### src/sv/ppm_pkg.sv
`default_nettype none
package ppm_pkg;

  // Defaults for the top-level parameters
  localparam int INDEX_BITS_DEF = 24;
  localparam int DIM_BITS_DEF   = 16;
  localparam int MAX_SAMPLE_DEF = 255;

  // Fixed field widths
  localparam int BYTE_W    = 8;
  localparam int DIM_OUT_W = 16;
  localparam int SAMPLE_W  = 8;
  localparam int PIX_W     = 24;
  localparam int ACC_W     = 10;

  // Result kinds
  localparam logic [1:0] KIND_HEADER = 2'd0;
  localparam logic [1:0] KIND_PIXEL  = 2'd1;
  localparam logic [1:0] KIND_ERROR  = 2'd2;

  // Error codes
  localparam logic [1:0] ERR_NOT_PPM = 2'd0;
  localparam logic [1:0] ERR_DIM     = 2'd1;
  localparam logic [1:0] ERR_MAXVAL  = 2'd2;
  localparam logic [1:0] ERR_SAMPLE  = 2'd3;

  // Characters
  localparam logic [BYTE_W-1:0] CH_P     = 8'h50;
  localparam logic [BYTE_W-1:0] CH_3     = 8'h33;
  localparam logic [BYTE_W-1:0] CH_6     = 8'h36;
  localparam logic [BYTE_W-1:0] CH_HASH  = 8'h23;
  localparam logic [BYTE_W-1:0] CH_LF    = 8'h0A;
  localparam logic [BYTE_W-1:0] CH_TAB   = 8'h09;
  localparam logic [BYTE_W-1:0] CH_CR    = 8'h0D;
  localparam logic [BYTE_W-1:0] CH_SPACE = 8'h20;
  localparam logic [BYTE_W-1:0] CH_ZERO  = 8'h30;
  localparam logic [BYTE_W-1:0] CH_NINE  = 8'h39;

  typedef struct packed {
    logic [1:0]           kind;
    logic [DIM_OUT_W-1:0] image_width;
    logic [DIM_OUT_W-1:0] image_height;
    logic [SAMPLE_W-1:0]  red;
    logic [SAMPLE_W-1:0]  green;
    logic [SAMPLE_W-1:0]  blue;
    logic [PIX_W-1:0]     pixel_index;
    logic [1:0]           error_code;
  } ppm_result_t;

  typedef struct packed {
    logic err_latched;
    logic in_data;
  } ppm_status_t;

  function automatic logic is_ws(input logic [BYTE_W-1:0] c);
    return (c == CH_SPACE) || (c >= CH_TAB && c <= CH_CR);
  endfunction

  function automatic logic is_digit(input logic [BYTE_W-1:0] c);
    return (c >= CH_ZERO) && (c <= CH_NINE);
  endfunction

endpackage
`default_nettype wire

### src/sv/ppm_ifs.sv
`default_nettype none
interface ppm_byte_if;
  logic                         valid;
  logic                         ready;
  logic [ppm_pkg::BYTE_W-1:0]   data_byte;
  logic                         file_start;

  modport source (output valid, output data_byte, output file_start, input ready);
  modport sink   (input valid, input data_byte, input file_start, output ready);
endinterface

interface ppm_result_if;
  logic                          valid;
  logic                          ready;
  logic [1:0]                    kind;
  logic [ppm_pkg::DIM_OUT_W-1:0] image_width;
  logic [ppm_pkg::DIM_OUT_W-1:0] image_height;
  logic [ppm_pkg::SAMPLE_W-1:0]  red;
  logic [ppm_pkg::SAMPLE_W-1:0]  green;
  logic [ppm_pkg::SAMPLE_W-1:0]  blue;
  logic [ppm_pkg::PIX_W-1:0]     pixel_index;
  logic [1:0]                    error_code;

  modport source (output valid, output kind, output image_width, output image_height,
                  output red, output green, output blue, output pixel_index,
                  output error_code, input ready);
  modport sink   (input valid, input kind, input image_width, input image_height,
                  input red, input green, input blue, input pixel_index,
                  input error_code, output ready);
endinterface
`default_nettype wire

### src/sv/ppm_core.sv
`default_nettype none
module ppm_core #(
  parameter int INDEX_BITS = ppm_pkg::INDEX_BITS_DEF,
  parameter int DIM_BITS   = ppm_pkg::DIM_BITS_DEF,
  parameter int MAX_SAMPLE = ppm_pkg::MAX_SAMPLE_DEF
) (
  input  wire logic                       clk,
  input  wire logic                       rst,
  input  wire logic                       step,
  input  wire logic [ppm_pkg::BYTE_W-1:0] data_byte,
  input  wire logic                       file_start,
  output ppm_pkg::ppm_result_t            res,
  output logic                            res_valid,
  output ppm_pkg::ppm_status_t            stat
);

  typedef enum logic [3:0] {
    PH_MAGIC, PH_TYPE, PH_MAGIC_LINE, PH_LINE_START, PH_COMMENT,
    PH_WIDTH, PH_HEIGHT, PH_MAXVAL, PH_DATA
  } phase_t;

  localparam int ACC_W = ppm_pkg::ACC_W;
  localparam logic [DIM_BITS-1:0] DIM_MAX = {DIM_BITS{1'b1}};
  localparam logic [ACC_W-1:0]    ACC_MAX = {ACC_W{1'b1}};

  phase_t                       phase,      phase_next;
  logic                         binary_mode, binary_mode_next;
  logic [ACC_W-1:0]             accum,      accum_next;
  logic                         started,    started_next;
  logic                         stopped,    stopped_next;
  logic [1:0]                   slot,       slot_next;
  logic [ppm_pkg::SAMPLE_W-1:0] held_red,   held_red_next;
  logic [ppm_pkg::SAMPLE_W-1:0] held_green, held_green_next;
  logic [INDEX_BITS-1:0]        pixel_count, pixel_count_next;
  logic [DIM_BITS-1:0]          width_reg,  width_reg_next;
  logic [DIM_BITS-1:0]          height_reg, height_reg_next;
  logic                         err_latched, err_latched_next;

  // Values after an optional restart at the head of a file
  phase_t                       cur_phase;
  logic                         cur_binary, cur_started, cur_stopped, cur_err;
  logic [ACC_W-1:0]             cur_accum;
  logic [1:0]                   cur_slot;
  logic [ppm_pkg::SAMPLE_W-1:0] cur_red, cur_green;
  logic [INDEX_BITS-1:0]        cur_pix;
  logic [DIM_BITS-1:0]          cur_width, cur_height;

  logic [3:0]          digit;
  logic [DIM_BITS+3:0] w_prod, h_prod;
  logic [ACC_W+3:0]    a_prod;
  logic [DIM_BITS-1:0] w_sat, h_sat;
  logic [ACC_W-1:0]    a_sat;
  logic                c_digit, c_ws;

  logic [ppm_pkg::PIX_W-1:0]     pix_out;
  logic [ppm_pkg::DIM_OUT_W-1:0] w_out, h_out;

  logic                         take;
  logic [ppm_pkg::SAMPLE_W-1:0] sample;
  logic                         emit;
  logic                         lead_in;

  assign cur_phase   = file_start ? PH_MAGIC : phase;
  assign cur_binary  = file_start ? 1'b0 : binary_mode;
  assign cur_accum   = file_start ? '0 : accum;
  assign cur_started = file_start ? 1'b0 : started;
  assign cur_stopped = file_start ? 1'b0 : stopped;
  assign cur_slot    = file_start ? 2'd0 : slot;
  assign cur_red     = file_start ? '0 : held_red;
  assign cur_green   = file_start ? '0 : held_green;
  assign cur_pix     = file_start ? '0 : pixel_count;
  assign cur_width   = file_start ? '0 : width_reg;
  assign cur_height  = file_start ? '0 : height_reg;
  assign cur_err     = file_start ? 1'b0 : err_latched;

  assign digit   = data_byte[3:0];
  assign c_digit = ppm_pkg::is_digit(data_byte);
  assign c_ws    = ppm_pkg::is_ws(data_byte);

  // A line start that is no comment feeds the width field from zero
  assign lead_in = (cur_phase == PH_LINE_START);

  // Multiply by ten and add the digit, saturating
  always_comb begin
    logic [DIM_BITS+3:0] wv;
    logic [DIM_BITS+3:0] hv;
    logic [ACC_W+3:0]    av;
    wv = {4'b0, (lead_in ? {DIM_BITS{1'b0}} : cur_width)};
    hv = {4'b0, cur_height};
    av = {4'b0, cur_accum};
    w_prod = (wv << 3) + (wv << 1) + (DIM_BITS+4)'(digit);
    h_prod = (hv << 3) + (hv << 1) + (DIM_BITS+4)'(digit);
    a_prod = (av << 3) + (av << 1) + (ACC_W+4)'(digit);
    w_sat  = (w_prod > {4'b0, DIM_MAX}) ? DIM_MAX : w_prod[DIM_BITS-1:0];
    h_sat  = (h_prod > {4'b0, DIM_MAX}) ? DIM_MAX : h_prod[DIM_BITS-1:0];
    a_sat  = (a_prod > {4'b0, ACC_MAX}) ? ACC_MAX : a_prod[ACC_W-1:0];
  end

  if (INDEX_BITS >= ppm_pkg::PIX_W) begin : g_pix_trunc
    assign pix_out = cur_pix[ppm_pkg::PIX_W-1:0];
  end else begin : g_pix_ext
    assign pix_out = {{(ppm_pkg::PIX_W-INDEX_BITS){1'b0}}, cur_pix};
  end

  if (DIM_BITS >= ppm_pkg::DIM_OUT_W) begin : g_dim_trunc
    assign w_out = cur_width[ppm_pkg::DIM_OUT_W-1:0];
    assign h_out = cur_height[ppm_pkg::DIM_OUT_W-1:0];
  end else begin : g_dim_ext
    assign w_out = {{(ppm_pkg::DIM_OUT_W-DIM_BITS){1'b0}}, cur_width};
    assign h_out = {{(ppm_pkg::DIM_OUT_W-DIM_BITS){1'b0}}, cur_height};
  end

  always_comb begin
    phase_next       = cur_phase;
    binary_mode_next = cur_binary;
    accum_next       = cur_accum;
    started_next     = cur_started;
    stopped_next     = cur_stopped;
    slot_next        = cur_slot;
    held_red_next    = cur_red;
    held_green_next  = cur_green;
    pixel_count_next = cur_pix;
    width_reg_next   = cur_width;
    height_reg_next  = cur_height;
    err_latched_next = cur_err;
    res              = '0;
    emit             = 1'b0;
    take             = 1'b0;
    sample           = '0;

    if (!cur_err) begin
      unique case (cur_phase)
        PH_MAGIC: begin
          if (data_byte != ppm_pkg::CH_P) begin
            emit = 1'b1;
            res.kind = ppm_pkg::KIND_ERROR;
            res.error_code = ppm_pkg::ERR_NOT_PPM;
          end else begin
            phase_next = PH_TYPE;
          end
        end
        PH_TYPE: begin
          if (data_byte == ppm_pkg::CH_3 || data_byte == ppm_pkg::CH_6) begin
            binary_mode_next = (data_byte == ppm_pkg::CH_6);
            phase_next = PH_MAGIC_LINE;
          end else begin
            emit = 1'b1;
            res.kind = ppm_pkg::KIND_ERROR;
            res.error_code = ppm_pkg::ERR_NOT_PPM;
          end
        end
        PH_MAGIC_LINE, PH_COMMENT: begin
          if (data_byte == ppm_pkg::CH_LF) phase_next = PH_LINE_START;
        end
        PH_LINE_START, PH_WIDTH: begin
          if (lead_in && data_byte == ppm_pkg::CH_HASH) begin
            phase_next = PH_COMMENT;
          end else begin
            phase_next = PH_WIDTH;
            if (lead_in) begin
              started_next   = 1'b0;
              width_reg_next = '0;
            end
            if (c_digit) begin
              width_reg_next = w_sat;
              started_next   = 1'b1;
            end else if (c_ws) begin
              if (cur_started && !lead_in) begin
                started_next    = 1'b0;
                phase_next      = PH_HEIGHT;
                height_reg_next = '0;
              end
            end else begin
              emit = 1'b1;
              res.kind = ppm_pkg::KIND_ERROR;
              res.error_code = ppm_pkg::ERR_DIM;
            end
          end
        end
        PH_HEIGHT: begin
          if (c_digit) begin
            height_reg_next = h_sat;
            started_next    = 1'b1;
          end else if (c_ws) begin
            if (cur_started) begin
              started_next = 1'b0;
              phase_next   = PH_MAXVAL;
              accum_next   = '0;
            end
          end else begin
            emit = 1'b1;
            res.kind = ppm_pkg::KIND_ERROR;
            res.error_code = cur_started ? ppm_pkg::ERR_MAXVAL : ppm_pkg::ERR_DIM;
          end
        end
        PH_MAXVAL: begin
          if (c_digit) begin
            accum_next   = a_sat;
            started_next = 1'b1;
          end else if (!cur_started) begin
            if (!c_ws) begin
              emit = 1'b1;
              res.kind = ppm_pkg::KIND_ERROR;
              res.error_code = ppm_pkg::ERR_MAXVAL;
            end
          end else if (cur_accum != ACC_W'(MAX_SAMPLE)) begin
            emit = 1'b1;
            res.kind = ppm_pkg::KIND_ERROR;
            res.error_code = ppm_pkg::ERR_MAXVAL;
          end else begin
            phase_next       = PH_DATA;
            accum_next       = '0;
            started_next     = 1'b0;
            stopped_next     = 1'b0;
            slot_next        = 2'd0;
            pixel_count_next = '0;
            emit             = 1'b1;
            res.kind         = ppm_pkg::KIND_HEADER;
            res.image_width  = w_out;
            res.image_height = h_out;
          end
        end
        PH_DATA: begin
          if (cur_binary) begin
            take   = 1'b1;
            sample = data_byte;
          end else if (c_ws) begin
            if (cur_started) begin
              accum_next   = '0;
              started_next = 1'b0;
              stopped_next = 1'b0;
              if (cur_accum > ACC_W'(MAX_SAMPLE)) begin
                emit = 1'b1;
                res.kind = ppm_pkg::KIND_ERROR;
                res.error_code = ppm_pkg::ERR_SAMPLE;
              end else begin
                take   = 1'b1;
                sample = cur_accum[ppm_pkg::SAMPLE_W-1:0];
              end
            end
          end else begin
            started_next = 1'b1;
            if (!cur_stopped && c_digit) accum_next = a_sat;
            else stopped_next = 1'b1;
          end
        end
        default: begin
          phase_next = PH_MAGIC;
          emit = 1'b1;
          res.kind = ppm_pkg::KIND_ERROR;
          res.error_code = ppm_pkg::ERR_NOT_PPM;
        end
      endcase

      // Group samples into a pixel; emit on blue
      if (take) begin
        case (cur_slot)
          2'd0: begin
            held_red_next = sample;
            slot_next     = 2'd1;
          end
          2'd1: begin
            held_green_next = sample;
            slot_next       = 2'd2;
          end
          default: begin
            slot_next        = 2'd0;
            emit             = 1'b1;
            res.kind         = ppm_pkg::KIND_PIXEL;
            res.red          = cur_red;
            res.green        = cur_green;
            res.blue         = sample;
            res.pixel_index  = pix_out;
            pixel_count_next = cur_pix + INDEX_BITS'(1);
          end
        endcase
      end

      if (emit && res.kind == ppm_pkg::KIND_ERROR) err_latched_next = 1'b1;
    end
  end

  assign res_valid = step && emit;

  assign stat.err_latched = err_latched;
  assign stat.in_data     = (phase == PH_DATA);

  always_ff @(posedge clk) begin
    if (rst) begin
      phase       <= PH_MAGIC;
      binary_mode <= 1'b0;
      accum       <= '0;
      started     <= 1'b0;
      stopped     <= 1'b0;
      slot        <= 2'd0;
      held_red    <= '0;
      held_green  <= '0;
      pixel_count <= '0;
      width_reg   <= '0;
      height_reg  <= '0;
      err_latched <= 1'b0;
    end else if (step) begin
      phase       <= phase_next;
      binary_mode <= binary_mode_next;
      accum       <= accum_next;
      started     <= started_next;
      stopped     <= stopped_next;
      slot        <= slot_next;
      held_red    <= held_red_next;
      held_green  <= held_green_next;
      pixel_count <= pixel_count_next;
      width_reg   <= width_reg_next;
      height_reg  <= height_reg_next;
      err_latched <= err_latched_next;
    end
  end

endmodule
`default_nettype wire

### src/sv/ppm_out_stage.sv
`default_nettype none
module ppm_out_stage (
  input  wire logic                  clk,
  input  wire logic                  rst,
  input  wire logic                  res_valid,
  input  ppm_pkg::ppm_result_t       res,
  output logic                       space,
  ppm_result_if.source               result_ch
);

  logic                 valid;
  ppm_pkg::ppm_result_t data;

  // Free when empty or when the held beat leaves this cycle
  assign space = !valid || result_ch.ready;

  always_ff @(posedge clk) begin
    if (rst) begin
      valid <= 1'b0;
    end else if (space) begin
      valid <= res_valid;
    end
    if (space && res_valid) data <= res;
  end

  assign result_ch.valid        = valid;
  assign result_ch.kind         = data.kind;
  assign result_ch.image_width  = data.image_width;
  assign result_ch.image_height = data.image_height;
  assign result_ch.red          = data.red;
  assign result_ch.green        = data.green;
  assign result_ch.blue         = data.blue;
  assign result_ch.pixel_index  = data.pixel_index;
  assign result_ch.error_code   = data.error_code;

endmodule
`default_nettype wire

### src/sv/ppm_stream_parser.sv
// Held bytes go through the parse logic in a single pass; results go into the output register.
// Throughput: one byte per cycle while the output has room; parse state updates once per byte.
// Backpressure: the input register refills while the output register drains.
// Reset: synchronous rst clears the parser to expect the magic letter and empties both registers.
// A byte flagged file_start restarts parsing before it is used; errors latch until then.
`default_nettype none
module ppm_stream_parser #(
  parameter int INDEX_BITS = ppm_pkg::INDEX_BITS_DEF,
  parameter int DIM_BITS   = ppm_pkg::DIM_BITS_DEF,
  parameter int MAX_SAMPLE = ppm_pkg::MAX_SAMPLE_DEF
) (
  input  wire logic      clk,
  input  wire logic      rst,
  ppm_byte_if.sink       byte_ch,
  ppm_result_if.source   result_ch
);

  // Input register: holds one byte beat in front of the parse logic
  logic                       in_q_valid;
  logic [ppm_pkg::BYTE_W-1:0] in_q_byte;
  logic                       in_q_start;

  logic                 space;   // output register can take a result this cycle
  logic                 step;    // the held byte goes through the parser
  logic                 res_valid;
  ppm_pkg::ppm_result_t res;
  ppm_pkg::ppm_status_t stat;

  // Advance the held byte whenever the result side has room; bytes that
  // cause no result simply drop out after updating the parse state.
  assign step          = in_q_valid && space;
  assign byte_ch.ready = !in_q_valid || space;

  always_ff @(posedge clk) begin
    if (rst) begin
      in_q_valid <= 1'b0;
    end else if (byte_ch.valid && byte_ch.ready) begin
      in_q_valid <= 1'b1;
    end else if (step) begin
      in_q_valid <= 1'b0;
    end
    if (byte_ch.valid && byte_ch.ready) begin
      in_q_byte  <= byte_ch.data_byte;
      in_q_start <= byte_ch.file_start;
    end
  end

  // Header, dimension, sample and pixel grouping logic plus parse state
  ppm_core #(
    .INDEX_BITS (INDEX_BITS),
    .DIM_BITS   (DIM_BITS),
    .MAX_SAMPLE (MAX_SAMPLE)
  ) u_core (
    .clk        (clk),
    .rst        (rst),
    .step       (step),
    .data_byte  (in_q_byte),
    .file_start (in_q_start),
    .res        (res),
    .res_valid  (res_valid),
    .stat       (stat)
  );

  // Result register toward the sink
  ppm_out_stage u_out (
    .clk       (clk),
    .rst       (rst),
    .res_valid (res_valid),
    .res       (res),
    .space     (space),
    .result_ch (result_ch)
  );

  // A latched error silences the parser until a new file starts
  a_err_silent: assert property (@(posedge clk) disable iff (rst)
    (step && !in_q_start && stat.err_latched) |-> !res_valid)
    else $error("result produced while error latched");

  // Pixels come only out of the sample phase
  a_pixel_phase: assert property (@(posedge clk) disable iff (rst)
    (res_valid && res.kind == ppm_pkg::KIND_PIXEL) |-> stat.in_data)
    else $error("pixel outside sample phase");

  // A held byte stays until it can advance
  a_in_hold: assert property (@(posedge clk) disable iff (rst)
    (in_q_valid && !space) |=> in_q_valid)
    else $error("input register lost a byte");

  // An error result latches the error for the next byte
  a_err_latch: assert property (@(posedge clk) disable iff (rst)
    (res_valid && res.kind == ppm_pkg::KIND_ERROR) |=> stat.err_latched)
    else $error("error not latched");

endmodule
`default_nettype wire

### src/flat_wrapper.sv
// flat-port wrapper written by rule: the top's interface ports become plain ports
module ppm_stream_parser_flat 
#(
  parameter int INDEX_BITS = ppm_pkg::INDEX_BITS_DEF,
  parameter int DIM_BITS   = ppm_pkg::DIM_BITS_DEF,
  parameter int MAX_SAMPLE = ppm_pkg::MAX_SAMPLE_DEF
)
  (clk, rst, byte_ch_valid, byte_ch_data_byte, byte_ch_file_start, byte_ch_ready, result_ch_valid, result_ch_kind, result_ch_image_width, result_ch_image_height, result_ch_red, result_ch_green, result_ch_blue, result_ch_pixel_index, result_ch_error_code, result_ch_ready);
  ppm_byte_if byte_ch_i ();
  ppm_result_if result_ch_i ();
  input  wire logic clk;
  input  wire logic rst;
  input wire logic [$bits(byte_ch_i.valid)-1:0] byte_ch_valid;
  input wire logic [$bits(byte_ch_i.data_byte)-1:0] byte_ch_data_byte;
  input wire logic [$bits(byte_ch_i.file_start)-1:0] byte_ch_file_start;
  output wire logic [$bits(byte_ch_i.ready)-1:0] byte_ch_ready;
  output wire logic [$bits(result_ch_i.valid)-1:0] result_ch_valid;
  output wire logic [$bits(result_ch_i.kind)-1:0] result_ch_kind;
  output wire logic [$bits(result_ch_i.image_width)-1:0] result_ch_image_width;
  output wire logic [$bits(result_ch_i.image_height)-1:0] result_ch_image_height;
  output wire logic [$bits(result_ch_i.red)-1:0] result_ch_red;
  output wire logic [$bits(result_ch_i.green)-1:0] result_ch_green;
  output wire logic [$bits(result_ch_i.blue)-1:0] result_ch_blue;
  output wire logic [$bits(result_ch_i.pixel_index)-1:0] result_ch_pixel_index;
  output wire logic [$bits(result_ch_i.error_code)-1:0] result_ch_error_code;
  input wire logic [$bits(result_ch_i.ready)-1:0] result_ch_ready;
  assign byte_ch_i.valid = byte_ch_valid;
  assign byte_ch_i.data_byte = byte_ch_data_byte;
  assign byte_ch_i.file_start = byte_ch_file_start;
  assign byte_ch_ready = byte_ch_i.ready;
  assign result_ch_valid = result_ch_i.valid;
  assign result_ch_kind = result_ch_i.kind;
  assign result_ch_image_width = result_ch_i.image_width;
  assign result_ch_image_height = result_ch_i.image_height;
  assign result_ch_red = result_ch_i.red;
  assign result_ch_green = result_ch_i.green;
  assign result_ch_blue = result_ch_i.blue;
  assign result_ch_pixel_index = result_ch_i.pixel_index;
  assign result_ch_error_code = result_ch_i.error_code;
  assign result_ch_i.ready = result_ch_ready;
  ppm_stream_parser #(.INDEX_BITS(INDEX_BITS), .DIM_BITS(DIM_BITS), .MAX_SAMPLE(MAX_SAMPLE)) u_core (.clk(clk), .rst(rst), .byte_ch(byte_ch_i), .result_ch(result_ch_i));
endmodule
### config.mk
export PLATFORM = sky130hd
export DESIGN_NAME = ppm_stream_parser_flat
export DESIGN_NICKNAME = d
export VERILOG_FILES = /design/src/sv/ppm_pkg.sv /design/src/sv/ppm_ifs.sv /design/src/sv/ppm_core.sv /design/src/sv/ppm_out_stage.sv /design/src/sv/ppm_stream_parser.sv /design/src/flat_wrapper.sv
export SDC_FILE = /design/constraint.sdc
export NUM_CORES = 1
export LEC_CHECK = 0
export BUFFER_PORTS_ARGS = -buffer_cell sky130_fd_sc_hd__buf_2
export CORE_ASPECT_RATIO = 0.9
export CORE_MARGIN = 2
export CORE_UTILIZATION = 65
export DETAILED_ROUTE_END_ITERATION = 16
export PLACE_DENSITY = 0.93
export SLEW_MARGIN = 20
export SYNTH_ARGS = -nofsm -noshare
export SYNTH_HDL_FRONTEND = slang
export SYNTH_SLANG_ARGS = --single-unit
export TNS_END_PERCENT = 100
### constraint.sdc
create_clock -name clk -period 10.6 [get_ports clk]
set_input_delay 0 -clock clk [delete_from_list [all_inputs] [get_ports clk]]
set_output_delay 0 -clock clk [all_outputs]
set_load 0.005 [all_outputs]
==> flow_metrics.env, run 1 <==
export IMPL_async_flop_share=0
export IMPL_postPlaceCellArea_sq_mm=0.0121
export IMPL_clock_skew_ns=0.0118
export IMPL_synth_compound_area_frac=0.218
export IMPL_grt_overflow=0
export IMPL_setup_viol=0
export IMPL_rsz0062_at_grt="false"
export IMPL_synth_flop_cell="dfxtp_1"
export IMPL_cts_buffers=17
export IMPL_worstSetupPathType="reg2reg"
export IMPL_yosysWarnings=0
export IMPL_grt_antenna_before_repair=0
export IMPL_drive_gt1_frac=0.140
export IMPL_cts_root_buf="clkbuf_16"
export IMPL_wl_per_cell_um=19.1
export IMPL_grt_start_max_net_pins=63
export IMPL_track_usage=0.324
export IMPL_synth_cell_type_count=94
export IMPL_final_common_cell="nor2_1"
export IMPL_row_count=46
export IMPL_slowest_stage="nor4_2"
export IMPL_vdd_drop_max_mv=0.106
export IMPL_synth_mux_area_frac=0.00608
export IMPL_cp_arrival_ns=5.61
export IMPL_wl_um=30100
export IMPL_area_growth_pct=11.1
export IMPL_reg2reg_from="u_core.in_q_start"
export IMPL_start_util=0.658
export IMPL_nNetsFinal=1420
export IMPL_fin_setup_tns_ns=0
export IMPL_yosys_area_share_xor_xnor=0.0243
export IMPL_worstSetupEndpoint="u_core.u_core.width_reg[15]"
export IMPL_r2r_end="u_core.u_core.width_reg[15]"
export IMPL_period_share=0.497
export IMPL_worstPathMaxFanout=62
export IMPL_hold_slack_ns=0.0392
export IMPL_detailed_place_hpwl_um=20500
export IMPL_hp_class="in2reg"
export IMPL_p_leak_nw=5.30
export IMPL_stdcell_area_sq_mm=0.0128
export IMPL_dieArea_sq_mm=0.0188
export IMPL_synth_top_family_by_area="compound AO/OA/AOI/OAI gates"
export IMPL_chipWidth_um=144
export IMPL_cts_sinks=187
export IMPL_worst_pin_slew_ns=0.962
export IMPL_cp_cell_sequence="buf_4 -> nor4_2 -> nor2_1 -> ha_1 -> ha_1 -> fa_1 -> a211oi_1 -> o21ai_1 -> o221a_2 -> or4_1 -> o211ai_1 -> and3b_1 -> o211ai_1 -> a22o_1"
export IMPL_vias=10400
export IMPL_cpLargestDelayFamily="simple AND/OR/NAND/NOR gates"
export IMPL_syn_cell_area_sq_mm=0.0115
export IMPL_cts_htree_levels=4
export IMPL_cts_tree="done"
export IMPL_drc=0
export IMPL_power_density_mw_per_mm2=119
export IMPL_insertion_delay_ns=0.45
export IMPL_synth_seq_cells=187
export IMPL_setup_slack_ns=5.33
export IMPL_grt_pass1_vias=9747
export IMPL_diodes=0
export IMPL_status="finished, final reports clean"
export IMPL_fillers=1259
export IMPL_yosys_area_share_adder=0.0978
export IMPL_fmax_ghz=0.190
export IMPL_dp_slack_ns=5.50
export IMPL_grt_pass1_wl_um=48400
export IMPL_yosysSeqAreaShare=0.406
export IMPL_cp_required_ns=10.94
export IMPL_cts_path_max_buffers=2
export IMPL_drv_slew=0
export IMPL_crit_start="u_core.in_q_start"
export IMPL_first_pass_iters=6
export IMPL_worst_path_largest_cell_delay_ns=0.83
export IMPL_cp_depth=14
export IMPL_io_pins=99
export IMPL_syn_inst=1244
export IMPL_synth_edf_count=93
export IMPL_dieHeight_um=130
export IMPL_hold_viol_final=0
export IMPL_globalplace_congestion=0.935
export IMPL_first_iter_violations=1190
export IMPL_layout_common_cells="nor2_1 (118), a21oi_1 (111), buf_2 (98)"
export IMPL_min_from="result_ch_ready"
export IMPL_fin_crit_ns=5.27
export IMPL_avgSynthCellArea_sq_um=9.26
export IMPL_coreArea_sq_mm=0.0175
export IMPL_portBuffers=98
export IMPL_syn_nets=1344
export IMPL_relSlewSlack=0.357
export IMPL_worst_r2r_setup_slack_ns=5.33
export IMPL_path_buf_inv=1
export IMPL_yosys_area_share_simple=0.212
export IMPL_start_kind="flip-flop"
export IMPL_cp_end_kind="flip-flop"
export IMPL_ant_nets=0
export IMPL_vias_per_cell=6.61
export IMPL_clk_pin_slew_ns=0.08
export IMPL_reg2reg_depth=14
export IMPL_max_cap_violations=0
where the power goes:
group | internal, W | switching [W]
Combinational | 0.0000317 | 0.0000671
Clock | 0.000333 | 0.000302
Sequential | 0.000781 | 0.0000133
worst min path at each step:
stage	slack [ns]	cells after the start	to
6_report	0.04	3	u_core.u_out.result_ch.valid
5_1_grt	0.03	3	u_core.u_out.result_ch.valid
4_1_cts	0.02	3	u_core.u_out.result_ch.valid
3_5_place_dp	0.18	1	u_core.in_q_byte[1]
3_3_place_gp	0.18	1	u_core.in_q_byte[1]
2_1_floorplan	0.1	0	u_core.in_q_byte[0]
through the flow:
stage | power, W | util | std cells
2_1_floorplan | 0.000863 | - | 1244
3_3_place_gp | 0.000900 | 0.692 | 1530
3_5_place_dp | 0.000902 | 0.692 | 1530
4_1_cts | 0.00152 | 0.731 | 1573
5_1_grt | 0.00157 | 0.731 | 1573
6_report | 0.00153 | 0.731 | 1573
kinds of logic after synthesis:
group | Yosys count
AND/OR/NAND/NOR | 464
buffers and inverters | 97
XOR/XNOR | 32
adder cells (fa/ha/maj) | 87
AO/OA/AOI/OAI | 370
flip-flops | 187
multiplexers | 7
layout make-up:
type / count / area [sq um] / share of cell area
multi-input combinational: 960 / 6430 / 0.503
timing repair buffer: 118 / 668 / 0.0522
sequential: 187 / 4670 / 0.365
clock buffer: 17 / 425 / 0.0332
inverter: 36 / 136 / 0.0107
tap: 240 / 300 / 0.0235
clock inverter: 15 / 160 / 0.0125
worst min-delay path, stage by stage:
cell      delay, ns
buf_2          0.11
nand2b_1       0.19
a21oi_1        0.12
synth_stat cells (7+ instances only):
| cell | n | area, sq um |
|---|---|---|
| edfxtp_1 | 93 | 2790 |
| nor2b_1 | 32 | 200 |
| a21oi_1 | 111 | 556 |
| o211ai_1 | 15 | 113 |
| and3_1 | 76 | 475 |
| clkbuf_1 | 44 | 165 |
| nand2b_1 | 10 | 62.6 |
| buf_2 | 7 | 35.0 |
| inv_1 | 36 | 135 |
| nand4_1 | 9 | 56.3 |
| a22o_1 | 20 | 175 |
| and2_1 | 12 | 75.1 |
| nand3_1 | 27 | 135 |
| a211oi_1 | 16 | 120 |
| a21o_1 | 22 | 165 |
| nand2_1 | 93 | 349 |
| o21ai_0 | 54 | 270 |
| ha_1 | 82 | 1030 |
| a21boi_0 | 7 | 52.6 |
| o22ai_1 | 7 | 43.8 |
| nor2_1 | 118 | 443 |
| nor3_1 | 32 | 160 |
| o21ai_1 | 14 | 70.1 |
| mux2i_1 | 7 | 70.1 |
| a311oi_1 | 9 | 78.8 |
| dfxtp_1 | 94 | 1880 |
| xor2_1 | 16 | 140 |
| or3_1 | 10 | 62.6 |
| o2bb2ai_1 | 8 | 70.1 |
| xnor2_1 | 16 | 140 |
| a31oi_2 | 10 | 125 |
| o21a_1 | 7 | 52.6 |
| a31oi_1 | 16 | 100 |
what timing repair did:
item / CTS / global route
resized for setup: 0 / 0
setup endpoints to repair: 0 / 0
endpoints found under the hold margin: 10 / 0
setup buffers: 0 / 0
hold buffers: 11 / 0
per-layer routing:
| layer | GRT usage | share of wire | up-vias |
|---|---|---|---|
| li1 | - | - | 4807 |
| met1 | 0.431 | 0.41 | 4843 |
| met2 | 0.536 | 0.47 | 654 |
| met3 | 0.0561 | 0.093 | 96 |
| met4 | 0.118 | 0.028 | 0 |
| met5 | 0 | 0 | - |
No activity file was read; power rests on OpenSTA's default activity.
==> run 2, diff against run 1 <==
Settings changed: ABC_AREA set to 1, CORE_UTILIZATION 65 to 56, PLACE_DENSITY 0.93 to 0.85.
Clock period 10.6 ns to 4.6 ns, I/O delays scaled along.
==> flow_metrics.env, run 2 <==
export IMPL_globalplace_congestion=1.00
export IMPL_grt_start_max_net_pins=76
export IMPL_drive_gt1_frac=0.0942
export IMPL_vias_per_cell=5.96
export IMPL_insertion_delay_ns=0.46
export IMPL_detailed_place_hpwl_um=27300
export IMPL_slowest_stage="buf_4"
export IMPL_dieArea_sq_mm=0.0251
export IMPL_clk_pin_slew_ns=0.08
export IMPL_synth_flop_cell="dfxtp_1"
export IMPL_cts_root_buf="clkbuf_16"
export IMPL_final_util=0.634
export IMPL_reg2reg_from="u_core.in_q_start"
export IMPL_final_common_cell="nand2_1"
export IMPL_drc=0
export IMPL_yosysMostFrequentCell="nand2_1"
export IMPL_max_cap_violations=0
export IMPL_diodes=0
export IMPL_vias=13900
export IMPL_cts_buffers=17
export IMPL_synth_top_cell_area_share=0.209
export IMPL_start_kind="flip-flop"
export IMPL_drv_slew=0
export IMPL_power_density_mw_per_mm2=274
export IMPL_worstPathMaxFanout=37
export IMPL_syn_nets=2061
export IMPL_vdd_drop_max_mv=0.221
export IMPL_rsz0062_at_grt="false"
export IMPL_setup_viol=0
export IMPL_seqPwrFrac=0.465
export IMPL_switching_share=0.314
export IMPL_synth_top_area_cell="edfxtp_1"
export IMPL_hold_viol_final=0
export IMPL_cts_setup_buffers=0
export IMPL_first_iter_violations=1739
export IMPL_wl_um=39400
export IMPL_worst_pin_slew_ns=1.04
export IMPL_wl_per_cell_um=16.9
export IMPL_cpLargestDelayFamily="buffers and inverters"
export IMPL_layout_common_cells="nand2_1 (451), nor2_1 (225), inv_1 (224)"
export IMPL_async_flop_share=0
export IMPL_status="finished, final reports clean"
export IMPL_chipWidth_um=167
export IMPL_fillers=2013
export IMPL_r2r_end="u_core.u_core.height_reg[7]"
export IMPL_syn_cell_area_sq_mm=0.0134
export IMPL_fmax_ghz=0.240
export IMPL_cts_sinks=187
export IMPL_hold_path_end="u_core.u_core.height_reg[14]"
export IMPL_p_leak_nw=6.84
export IMPL_ys_top_cells_by_area="edfxtp_1 (21%), dfxtp_1 (14%), nand2_1 (13%)"
export IMPL_grt_antenna_before_repair=0
export IMPL_p_switching_w=0.00128
export IMPL_area_growth_pct=11.1
export IMPL_reg2reg_depth=20
export IMPL_relSlewSlack=0.307
export IMPL_syn_inst=1961
export IMPL_track_usage=0.311
export IMPL_worst_r2r_setup_slack_ns=0.42
export IMPL_cts_tree="done"
export IMPL_fin_setup_tns_ns=0
export IMPL_synth_edf_count=93
export IMPL_synth_seq_cells=187
export IMPL_yosysWarnings=0
export IMPL_cts_path_max_buffers=2
export IMPL_yosysSeqAreaShare=0.350
export IMPL_synth_cell_type_count=41
export IMPL_synth_common_cells="nand2_1 (453), nor2_1 (227), inv_1 (225), a21oi_1 (210), o21ai_0 (164)"
export IMPL_path_buf_inv=6
export IMPL_intPower_w=0.00279
export IMPL_first_pass_iters=6
export IMPL_min_path_cells=2
export IMPL_fin_crit_ns=4.18
export IMPL_min_from="rst"
export IMPL_row_count=53
export IMPL_avgSynthCellArea_sq_um=6.81
export IMPL_portBuffers=98
export IMPL_coreArea_sq_mm=0.0234
export IMPL_cp_cell_sequence="inv_2 -> buf_4 -> nand2_1 -> inv_1 -> ha_1 -> ha_1 -> inv_1 -> fa_1 -> o21ai_0 -> buf_4 -> nand3_1 -> nand2_1 -> nand3_1 -> nand3_1 -> nand2_1 -> nor2_1 -> buf_4 -> nand3_1 -> nand2_1 -> a21oi_1"
export IMPL_start_util=0.571
export IMPL_cp_required_ns=4.93
export IMPL_grt_pass1_vias=12800
export IMPL_hold_slack_ns=0.0318
export IMPL_period_share=0.908
export IMPL_nNetsFinal=2125
export IMPL_worst_path_largest_cell_delay_ns=0.45
export IMPL_grt_pass1_wl_um=63300
export IMPL_dieHeight_um=151
export IMPL_cp_end_kind="flip-flop"
export IMPL_io_pins=99
export IMPL_clock_skew_ns=0.0138
export IMPL_power_clock_fraction=0.402
export IMPL_ant_nets=0
export IMPL_hp_class="in2reg"
export IMPL_cp_arrival_ns=4.51
export IMPL_grt_overflow=0
export IMPL_worstSetupPathType="reg2reg"
export IMPL_power_share_combinational=0.133
export IMPL_cts_htree_levels=4
## run 2: cell types whose count changed after synthesis, sizes merged, moves of 82 or more
cell / before / now
nand2: 93 / 461
inv: 36 / 235
nor2: 123 / 237
o21ai: 69 / 174
a21oi: 115 / 210
nand3: 27 / 109
## run 2: per-layer routing
metal	vias to the layer above	part of all wire	track usage
met2	846	0.44	0.481
li1	6670	-	-
met3	95	0.11	0.0613
met5	-	0	0
met4	0	0.025	0.110
met1	6325	0.42	0.436
## run 2: how the worst max path moves through the flow
stage                                        end              start  cells past startpoint
floorplan           u_core.u_core.height_reg[10]  u_core.in_q_start                     18
global placement      u_core.u_core.width_reg[0]  u_core.in_q_start                     22
detailed placement    u_core.u_core.width_reg[0]  u_core.in_q_start                     21
CTS                   u_core.u_core.width_reg[0]  u_core.in_q_start                     21
global route          u_core.u_core.width_reg[9]  u_core.in_q_start                     21
finish               u_core.u_core.height_reg[7]  u_core.in_q_start                     20
## run 2: what timing repair did
item	4_1_cts	5_1_grt
endpoints found under the setup margin	0	12
endpoints found under the hold margin	11	0
gates resized for setup	0	1
hold buffers	12	0
## run 2: per-stage QoR
step / std cells / worst slack (ns) / instance area, sq um / total power [W]
2_1_floorplan: 1961 / 0.671 / 13400 / 0.00227
3_3_place_gp: 2296 / 0.603 / 14100 / 0.00242
3_5_place_dp: 2296 / 0.406 / 14100 / 0.00244
4_1_cts: 2340 / 0.400 / 14800 / 0.00404
5_1_grt: 2340 / 0.142 / 14800 / 0.00419
6_report: 2340 / 0.425 / 14800 / 0.00407
## run 2: cell type report
type                            count  area, sq um  area share
Tap cell                          302          378      0.0255
Clock inverter                     15          235      0.0159
Sequential cell                   187         4670       0.315
Timing Repair Buffer              130          773      0.0521
Multi-Input combinational cell   1452         7460       0.503
Inverter                          237          891      0.0600
Clock buffer                       17          425      0.0287
## run 2: cells by family after synthesis
family | after synthesis | synth area share
and+or+nand+nor | 893 | 0.281
adders and majority gates | 87 | 0.0843
xor gates and xnor gates | 24 | 0.0157
DFF | 187 | 0.350
buffers and inverters | 322 | 0.0927
AOI/OAI and AO/OA | 448 | 0.176
## run 2: power by group through the flow
stage	logic [W]	registers, W	clock network (W)
detailed placement	0.000514	0.00192	0
global placement	0.000497	0.00192	0
global route	0.000598	0.00190	0.00169
finish	0.000541	0.00189	0.00164
CTS	0.000527	0.00189	0.00163
floorplan	0.000352	0.00192	0
